<file path="src/lz78_pkg.sv">
package lz78_pkg;

	localparam int DictDepthDef = 4096;
	localparam int MaxPhraseDef = 64;

	localparam int IdxW  = 16;
	localparam int ByteW = 8;

	typedef struct packed {
		logic [IdxW-1:0]  idx;
		logic [ByteW-1:0] ch;
		logic             clear;
	} lz78_tok_t;

endpackage

</file>
<file path="src/lz78_front.sv">
module lz78_front
	import lz78_pkg::*;
(
	input  logic                 clk,
	input  logic                 arst_n,
	input  logic                 push,
	output logic                 full,
	input  logic [IdxW-1:0]      prefix_index,
	input  logic [ByteW-1:0]     new_char,
	input  logic                 new_stream,
	output logic                 tok_valid,
	input  logic                 tok_take,
	output lz78_tok_t            tok
);

	localparam int QDepth = 2;

	lz78_tok_t  fifo_q [QDepth];
	logic       wp_q, rp_q;
	logic [1:0] cnt_q;
	logic       do_push, do_pop;

	assign full      = (cnt_q == 2'(QDepth));
	assign tok_valid = (cnt_q != 2'd0);
	assign tok       = fifo_q[rp_q];
	assign do_push   = push && !full;
	assign do_pop    = tok_take && tok_valid;

	always_ff @(posedge clk) begin
		if (do_push) begin
			fifo_q[wp_q] <= '{idx: prefix_index, ch: new_char, clear: new_stream};
		end
	end

	always_ff @(posedge clk or negedge arst_n) begin
		if (!arst_n) begin
			wp_q  <= 1'b0;
			rp_q  <= 1'b0;
			cnt_q <= 2'd0;
		end else begin
			if (do_push) wp_q <= !wp_q;
			if (do_pop)  rp_q <= !rp_q;
			cnt_q <= cnt_q + 2'(do_push) - 2'(do_pop);
		end
	end

	a_cnt_range: assert property (@(posedge clk) disable iff (!arst_n)
		cnt_q <= 2'(QDepth)) else $error("queue count overflow");
	a_no_push_full: assert property (@(posedge clk) disable iff (!arst_n)
		full |=> cnt_q != 2'd0) else $error("full queue drained without pop");
	a_ptr: assert property (@(posedge clk) disable iff (!arst_n)
		(cnt_q == 2'd0) |-> (wp_q == rp_q)) else $error("empty queue pointers differ");

endmodule

</file>
<file path="config.mk">
export PLATFORM = sky130hd
export DESIGN_NAME = lz78_front
export DESIGN_NICKNAME = d
export VERILOG_FILES = /design/src/lz78_pkg.sv /design/src/lz78_front.sv
export SDC_FILE = /design/constraint.sdc
export NUM_CORES = 1
export LEC_CHECK = 0
export BUFFER_PORTS_ARGS = -buffer_cell sky130_fd_sc_hd__buf_2
export CAP_MARGIN = 20
export CORE_ASPECT_RATIO = 0.9
export CORE_MARGIN = 2
export CORE_UTILIZATION = 30
export CTS_CLUSTER_DIAMETER = 50
export DETAILED_ROUTE_END_ITERATION = 16
export PLACE_DENSITY = 0.6
export SETUP_SLACK_MARGIN = 0.5
export SYNTH_ARGS = -nofsm -noshare
export SYNTH_HDL_FRONTEND = slang
export SYNTH_SLANG_ARGS = --single-unit
</file>
<file path="constraint.sdc">
create_clock -name clk -period 2.7 [get_ports clk]
set_input_delay 0.54 -clock clk [delete_from_list [all_inputs] [get_ports clk]]
set_output_delay 0.54 -clock clk [all_outputs]
set_load 0.005 [all_outputs]
</file>
==> reports/qor.json, run 1 <==
{
  "wirelength_met1_mm": 1.44,
  "crit_start": "rp_q",
  "hold_viol_final": 0,
  "die_ht_um": 83.2,
  "detailed_place_hpwl_mm": 2.52,
  "met3_wirelength_um": 310,
  "synth.top_cells.by_area": "edfxtp_1, mux2_4, dfrtp_1",
  "clock_tree.buffer_depth": 2,
  "area.growth.synth_to_final_pct": 23.5,
  "totalNegativeSetupSlack_ps": 0,
  "detailroute.wirelength.met2_mm": 1.62,
  "crit_path_start_kind": "register",
  "timing_worst_setup_path_type": "reg -> out",
  "final-max-slew-violation-count": 0,
  "detail_route.vias_per_cell": 4.06,
  "worstSkewPairLatency_ps": 300,
  "synth-seq-area-share": 0.766,
  "area_of_the_mapped_netlist_um2": 2090,
  "synth.net_count": 127,
  "holdCritPathClass": "in -> async",
  "cts.htree.levels": 2,
  "post_cts_buffers": 0,
  "smallest_setup_slack_after_layout_ps": 699,
  "nets": 191,
  "yosys.area.top_type": "edfxtp_1",
  "cts-hold-fix-buffers": 0,
  "cap_viol_max_count": 0,
  "r2r.worst_path.cells": 7,
  "floorplan_die_area_um2": 7650,
  "setup_violations": 0,
  "slew_headroom": 0.698,
  "status": "finished clean",
  "vdd_ir_drop_max_mv": 0.430,
  "crit-reg2reg-launch": "cnt_q[1]",
  "total_leakage_power_nw": 1.04,
  "crit_path_end_kind": "output pin",
  "critical-path-top-delay-family": "buffers and inverters",
  "critical_path_peak_fanout": 18,
  "antenna_violating_nets_post_route": 0,
  "dr.max_layer_used": "met4",
  "tritoncts.num_buffers": 5,
  "final.period_utilization": 0.741,
  "synth.lib_cells_used.distinct": 15,
  "grt_max_degree": 19,
  "row_count": 28,
  "syn_avg_cell_area_um2": 21.8,
  "fin_skew_ps": 2.29,
  "gp_routability_congestion": 0.656,
  "drive_gt1_frac": 0.547,
  "num_antenna_cells": 0,
  "ff2ff_setup_slack_ps": 1000,
  "drt_first_pass_iters": 3,
  "grt_remaining_overflow": 0,
  "synth.yosys.warnings": 0,
  "via_count_of_the_first_global_routing_pass": 1085,
  "fin_util": 0.388,
  "clock_transition_at_the_register_clock_pins_on_the_worst_setup_and_hold_paths_after_cts_ps": 90,
  "worst_path_arrival_ps": 1460,
  "grt_pass1_wl_mm": 5.38,
  "yosys.area.top_type_share": 0.718,
  "avg_wl_per_cell_um": 13.5,
  "remaining_drc_errors": 0,
  "initial_core_util": 0.314,
  "port-buffer-count": 55,
  "slowest_stage": "mux2_1",
  "finalInstanceArea_um2": 2580,
  "dr_total_vias": 1019,
  "gr-usage-all-layers": 0.0919,
  "pre_cts_ws_ps": 1010,
  "wirelength_mm": 3.39,
  "layout.filler_cells": 655,
  "post_dp_cell_area_um2": 2500,
  "max_freq_ghz": 0.500,
  "worstPathRequired_ps": 2160,
  "postCtsResizedCells": 0,
  "io_pins": 56,
  "core_region_area_um2": 6660,
  "worstPathCellList": "buf_4, mux2_1, buf_2",
  "synth-seq-cells": 54,
  "critical_path.reg2reg.endpoint": "cnt_q[1]",
  "clock_tree.root_cell": "clkbuf_8",
  "layout_min_cycle_time_ps": 2000,
  "die_width_um": 92.0,
  "tightestPinTransition_ps": 453,
  "postSynthCellCount": 96,
  "number_of_antenna_violations_at_the_first_check_in_global_routing": 1,
  "critical_path.max_stage_delay_ps": 370,
  "cts.sinks": 54,
  "path_buf_inv": 2,
  "power-per-cell-area_nw_per_um2": 969,
  "drt-initial-drc-count": 27,
  "finalHoldWorstSlack_ps": 36.5,
  "tritoncts_clock_tree": "yes",
  "rsz_0062_raised_after_global_routing": "false"
}
==> worst reg2reg max path, delay by kind of cell, from the launching register on <==
kind	cells	cell delay [ps]
xor+xnor	2	300
fa+ha+maj	2	450
buf+inv	1	40
flops	1	410
simple gates	2	420
==> sequential cells by signal, indices dropped and copies added (netlist names) <==
signal and flops:
rp_q 1, fifo_q 50, wp_q 1, cnt_q 2
==> how the worst max path moves through the flow <==
stage	to	slack [ps]	cells after the start
6_report	tok[0]	700	3
3_3_place_gp	tok[0]	1050	3
3_5_place_dp	tok[0]	1010	3
4_1_cts	tok[0]	670	3
5_1_grt	tok[0]	610	3
2_1_floorplan	fifo_q[0][0]	590	2
==> cell usage after synthesis <==
cell type	count
edfxtp_1	50
mux2_4	19
mux2_1	6
dfrtp_1	4
buf_6	3
xnor2_1	3
ha_1	2
inv_1	2
and2_4	1
and3_1	1
nand2_1	1
nand2b_1	1
nor2_1	1
or2_1	1
xor2_1	1
==> cell families after synthesis <==
kind of cell             Yosys count  synth area share
flip-flops                        54             0.766
XOR/XNOR                           4            0.0168
multiplexers                      25             0.169
AND/OR/NAND/NOR                    6            0.0168
buffers and inverters              5            0.0197
adder cells (fa/ha/maj)            2            0.0120
==> report_power, final <==
| part | leakage, nW | switching (mW) | total, mW | internal (mW) |
|---|---|---|---|---|
| combinational | 0.484 | 0.393 | 0.877 | 0.484 |
| sequential | 0.511 | 0.0611 | 1.21 | 1.15 |
| clock | 0.0416 | 0.238 | 0.415 | 0.178 |
==> layout make-up <==
class / instances / area, µm² / area share
timing repair buffer: 60 / 325 / 0.126
inverter: 2 / 7.51 / 0.00291
clock buffer: 5 / 68.8 / 0.0266
clock inverter: 3 / 16.3 / 0.00630
tap: 90 / 113 / 0.0436
sequential: 54 / 1600 / 0.620
multi-input combinational: 37 / 450 / 0.174
==> metal layers <==
metal,GRT usage,up-vias
li1,-,490
met1,0.113,483
met2,0.146,42
met3,0.0436,4
met4,0.0244,0
met5,0,-
==> cells in the final DEF (no fill, tap or decap) <==
master and count:
and2_4 1, and3_1 1, buf_12 1, buf_2 55, buf_4 4, clkbuf_8 5, clkinv_1 1, clkinv_2 1
clkinvlp_4 1, dfrtp_1 4, edfxtp_1 50, ha_1 2, inv_1 2, mux2_1 6, mux2_4 19, nand2_1 1
nand2b_1 1, nor2_2 1, or2_1 1, xnor2_1 3, xor2_1 1
==> through the flow <==
step	total power [mW]	instances
floorplan	1.81	96
global placement	2.10	243
detailed placement	2.13	243
CTS	2.56	251
global route	2.66	251
finish	2.50	251
No activity file was read; power rests on OpenSTA's default activity.
==> run 2, diff against run 1 <==
Clock period 2.7 ns to 2 ns, I/O delays scaled along.
==> run 2 against run 1 <==
Clock skew hardly changed. Global-route usage is 0.074 points lower. Combinational power is 58% higher. Sequential power is 36% higher. Worst setup slack worse by 450 ps. Clock power is 33% higher. Sequential share of layout area is 2.5 points lower. Register-to-register slack worse by 720 ps. Critical path type unchanged. Largest power group unchanged.
==> reports/qor.json, run 2 (synthesized netlist as in run 1, its figures left out) <==
{
  "grt.met3_usage": 0.0336,
  "fin_util": 0.404,
  "rsz_0062_raised_after_global_routing": "true",
  "io_pins": 56,
  "slew_headroom": 0.839,
  "floorplan_die_area_um2": 7650,
  "cts.sinks": 54,
  "dr_total_vias": 1058,
  "crit_start": "rp_q",
  "initial_core_util": 0.314,
  "critical_path_peak_fanout": 18,
  "crit_path_start_kind": "register",
  "num_antenna_cells": 0,
  "vdd_ir_drop_max_mv": 0.661,
  "tightestPinTransition_ps": 240,
  "layout_top_registers": "fifo_q (50), cnt_q (2)",
  "critical-path-top-delay-family": "flip-flops",
  "clock_tree.buffer_depth": 2,
  "drt_first_pass_iters": 2,
  "power-per-cell-area_nw_per_um2": 1330,
  "detailed_place_hpwl_mm": 2.59,
  "layout.filler_cells": 627,
  "totalNegativeSetupSlack_ps": 0,
  "setup_violations": 0,
  "path_buf_inv": 2,
  "cts.htree.levels": 2,
  "status": "finished clean",
  "holdCritPathClass": "in -> reg",
  "clock_tree.root_cell": "clkbuf_8",
  "wirelength_mm": 3.51,
  "slowest_stage": "dfrtp_1",
  "via_count_of_the_first_global_routing_pass": 1148,
  "drt-initial-drc-count": 59,
  "worstPathCellList": "buf_12, mux2_1, buf_2",
  "drive_gt1_frac": 0.594,
  "sequential_cell_area_um2": 1600,
  "worst_path_arrival_ps": 1350,
  "max_freq_ghz": 0.571,
  "crit_path_end_kind": "output pin",
  "tritoncts_clock_tree": "yes",
  "worstSkewPairLatency_ps": 290,
  "detail_route.vias_per_cell": 4.15,
  "area.growth.synth_to_final_pct": 28.6,
  "core_region_area_um2": 6660,
  "timing_worst_setup_path_type": "reg -> out",
  "tritoncts.num_buffers": 5,
  "nets": 195,
  "total_power_mw": 3.59,
  "hold_viol_final": 0,
  "worstPathRequired_ps": 1600,
  "regMostFlops": "fifo_q",
  "remaining_drc_errors": 0,
  "avg_wl_per_cell_um": 13.8,
  "crit-reg2reg-launch": "cnt_q[1]",
  "globalRouteMet2Util": 0.175,
  "largest_register_ff_count": 50,
  "total_leakage_power_nw": 1.07,
  "cap_viol_max_count": 0,
  "global_route_layer_with_the_greatest_usage": "met2",
  "final-max-slew-violation-count": 0,
  "grt_pass1_wl_mm": 5.35,
  "die_ht_um": 83.2,
  "grt.met1_usage": 0.0931,
  "gr-usage-all-layers": 0.0912,
  "row_count": 28,
  "grt_max_degree": 21,
  "final.period_utilization": 0.875,
  "clock_transition_at_the_register_clock_pins_on_the_worst_setup_and_hold_paths_after_cts_ps": 90,
  "fin_skew_ps": 1.89,
  "gp_routability_congestion": 0.675,
  "mostFrequentLayoutCells": "buf_2, edfxtp_1, mux2_4",
  "number_of_antenna_violations_at_the_first_check_in_global_routing": 0,
  "worstHoldStart": "prefix_index[10]",
  "die_width_um": 92.0,
  "layout_min_cycle_time_ps": 1750,
  "combined_area_of_the_multi_input_logic_cells_um2": 499,
  "grt_remaining_overflow": 0,
  "most_common_cell_after_layout_fill_and_taps_aside": "buf_2",
  "antenna_violating_nets_post_route": 0,
  "port-buffer-count": 55,
  "critical_path.max_stage_delay_ps": 400
}
-- run 2: changes by cell type in the layout (fill, tap and decap cells not counted), sizes merged --
cell / previous run / this run
buf: 60 / 63
dlygate4sd3: 0 / 1
-- run 2: final timing paths --
check,to,slack [ps],cells past startpoint
worst max-delay path,tok[1],250,3
worst min-delay path,fifo_q[1][19],290,1
worst max register to register,cnt_q[1],280,7
worst min register to register,wp_q,590,1
max in group asynchronous,rp_q,1450,2
min in group asynchronous,wp_q,430,2
-- run 2: cell type report --
| class | instances | share of cell area |
|---|---|---|
| clock buffer | 5 | 0.0256 |
| clock inverter | 3 | 0.00605 |
| inverter | 2 | 0.00279 |
| multi-input combinational | 37 | 0.186 |
| sequential | 54 | 0.596 |
| tap | 90 | 0.0419 |
| timing repair buffer | 64 | 0.142 |
-- run 2: what timing repair did --
| item | 4_1_cts | 5_1_grt |
|---|---|---|
| pin swaps | 5 | 4 |
| hold buffers | 1 | 0 |
| buffers inserted | 3 | 1 |
| hold endpoints to repair | 4 | 0 |
| setup endpoints to repair | 28 | 49 |
| gates resized for setup | 4 | 2 |
-- run 2: metal layers --
metal	routed length, µm	up-vias
met2	1940	39
met5	0	-
met4	11	0
met1	1340	519
li1	-	498
met3	225	2
-- run 2: per-stage QoR --
| stage | setup WS, ps | area [µm²] | std cells | hold slack [ps] |
|---|---|---|---|---|
| after floorplan | 412 | 2100 | 96 | 104 |
| after global placement | 413 | 2520 | 242 | 204 |
| after detailed placement | 301 | 2520 | 242 | 208 |
| after CTS | 215 | 2670 | 254 | 276 |
| after global routing | 176 | 2690 | 255 | 271 |
| final | 249 | 2690 | 255 | 294 |
-- run 2: report_power, final --
group	internal, mW	leakage [nW]	switching [mW]	total [mW]
registers	1.55	0.511	0.0951	1.65
logic	0.789	0.520	0.602	1.39
clock network	0.240	0.0416	0.312	0.551
==> run 3, diff against run 2 <==
Settings changed: CORE_MARGIN 2 to default.
==> run 3 against run 2 <==
Hold slack got worse by 5.6 ps. Wire length up 3.5%. Sequential power about the same. Critical path depth is the same. Largest power group unchanged. Highest routed layer unchanged.
==> reports/qor.json, run 3 (synthesized netlist as in run 1, its figures left out) <==
{
  "status": "finished clean",
  "initial_core_util": 0.314,
  "detail_route.vias_per_cell": 4.14,
  "drt_first_pass_iters": 3,
  "combinationalPowerShare": 0.390,
  "nets": 197,
  "worst_path_arrival_ps": 1380,
  "number_of_antenna_violations_at_the_first_check_in_global_routing": 0,
  "critical-path-top-delay-family": "flip-flops",
  "floorplan_die_area_um2": 7310,
  "grt_remaining_overflow": 0,
  "clock_transition_at_the_register_clock_pins_on_the_worst_setup_and_hold_paths_after_cts_ps": 90,
  "dr_total_vias": 1063,
  "max_freq_ghz": 0.562,
  "power-per-cell-area_nw_per_um2": 1390,
  "regMostFlops": "fifo_q",
  "crit_path_start_kind": "register",
  "sw_share": 0.269,
  "total_leakage_power_nw": 1.11,
  "crit_path_end_kind": "output pin",
  "critical_path.max_stage_delay_ps": 470,
  "vdd_ir_drop_max_mv": 0.588,
  "grt_max_degree": 19,
  "drive_gt1_frac": 0.605,
  "remaining_drc_errors": 0,
  "row_count": 28,
  "via_count_of_the_first_global_routing_pass": 1156,
  "wirelength_mm": 3.64,
  "core_region_area_um2": 6660,
  "layout_min_cycle_time_ps": 1780,
  "worstPathCellList": "buf_12, mux2_1, buf_2",
  "antenna_violating_nets_post_route": 0,
  "fin_util": 0.420,
  "mostFrequentLayoutCells": "edfxtp_1, buf_2, mux2_4",
  "clock_tree.buffer_depth": 2,
  "worstSkewPairLatency_ps": 290,
  "port-buffer-count": 55,
  "cts.htree.levels": 2,
  "detailed_place_hpwl_mm": 2.57,
  "totalNegativeSetupSlack_ps": 0,
  "setup_violations": 0,
  "die_ht_um": 81.2,
  "area.growth.synth_to_final_pct": 33.6,
  "fin_skew_ps": 5.76,
  "hold_viol_final": 0,
  "clock_tree.root_cell": "clkbuf_8",
  "timing_worst_setup_path_type": "reg -> out",
  "holdCritPathClass": "in -> reg",
  "worstPathRequired_ps": 1600,
  "internal_power_mw": 2.84,
  "slowest_stage": "dfrtp_2",
  "total_switching_power_mw": 1.04,
  "share_seq_of_total_power": 0.431,
  "slew_headroom": 0.851,
  "avg_wl_per_cell_um": 14.2,
  "drt-initial-drc-count": 49,
  "tritoncts_clock_tree": "yes",
  "critical_path_peak_fanout": 9,
  "num_antenna_cells": 0,
  "tritoncts.num_buffers": 5,
  "final-max-slew-violation-count": 0,
  "gr-usage-all-layers": 0.104,
  "most_common_cell_after_layout_fill_and_taps_aside": "edfxtp_1",
  "largest_register_ff_count": 50,
  "tightestPinTransition_ps": 223,
  "cap_viol_max_count": 0,
  "total_power_mw": 3.88,
  "cts.sinks": 54,
  "path_buf_inv": 2,
  "die_width_um": 90.0,
  "power_frac_clock": 0.180,
  "io_pins": 56,
  "rsz_0062_raised_after_global_routing": "true",
  "gp_routability_congestion": 0.632,
  "grt_pass1_wl_mm": 5.70,
  "final.period_utilization": 0.890,
  "layout_top_registers": "fifo_q (50), cnt_q (2)"
}
run 3: cell count changes in the layout (fill, tap and decap cells not counted), sizes merged:
cell | before | now
buf | 63 | 64
bufinv | 0 | 1
clkinv | 2 | 0
clkbuf | 5 | 7
run 3: metal layers:
layer / track usage / wire, µm / up-vias
li1: - / - / 503
met1: 0.111 / 1440 / 515
met2: 0.195 / 1940 / 40
met3: 0.0365 / 221 / 5
met4: 0.0339 / 32 / 0
met5: 0 / 0 / -
run 3: final timing paths:
check	end	cells after the start	from	slack [ps]
max in group asynchronous	rp_q	2	arst_n	1440
hold / removal	fifo_q[0][24]	1	prefix_index[15]	290
min in group asynchronous	cnt_q[0]	2	arst_n	430
setup reg to reg	cnt_q[1]	7	cnt_q[0]	340
setup / recovery	tok[0]	3	rp_q	220
hold reg to reg	wp_q	1	wp_q	560
run 3: worst reg2reg max path, cell delays in order (launching register included):
cell and delay, ps:
dfrtp_1 430, or2_1 260, and2_4 160, ha_4 260, inv_2 40, ha_4 150, xnor2_2 130, xnor2_1 120
run 3: layout make-up:
class                      instances  area, µm²
fill                             612       3860
sequential                        54       1600
multi-input combinational         37        499
timing repair buffer              66        460
tap                               90        113
clock buffer                       6       72.6
clock inverter                     2       37.5
inverter                           2       7.51
run 3: through the flow:
stage	hold WS (ps)	worst slack (ps)	instance area, µm²	std cells
finish	288	220	2790	257
global route	271	167	2790	257
CTS	273	199	2690	254
detailed placement	212	327	2510	242
global placement	206	415	2510	242
floorplan	104	412	2100	96
run 3: timing repair:
item                                   in CTS  in global routing
resized for setup                           6                 12
endpoints found under the hold margin       4                  0
pin swaps                                   6                  2
hold buffers                                1                  0
setup endpoints to repair                  37                 68
cloned                                      0                  1
buffers inserted                            3                  2
run 3: power groups by stage:
stage	sequential [mW]	combinational, mW	clock [mW]
final	1.67	1.51	0.697
after global routing	1.70	1.63	0.770
after CTS	1.66	1.34	0.725
after detailed placement	1.67	1.25	0
after global placement	1.65	1.21	0
after floorplan	1.64	0.821	0
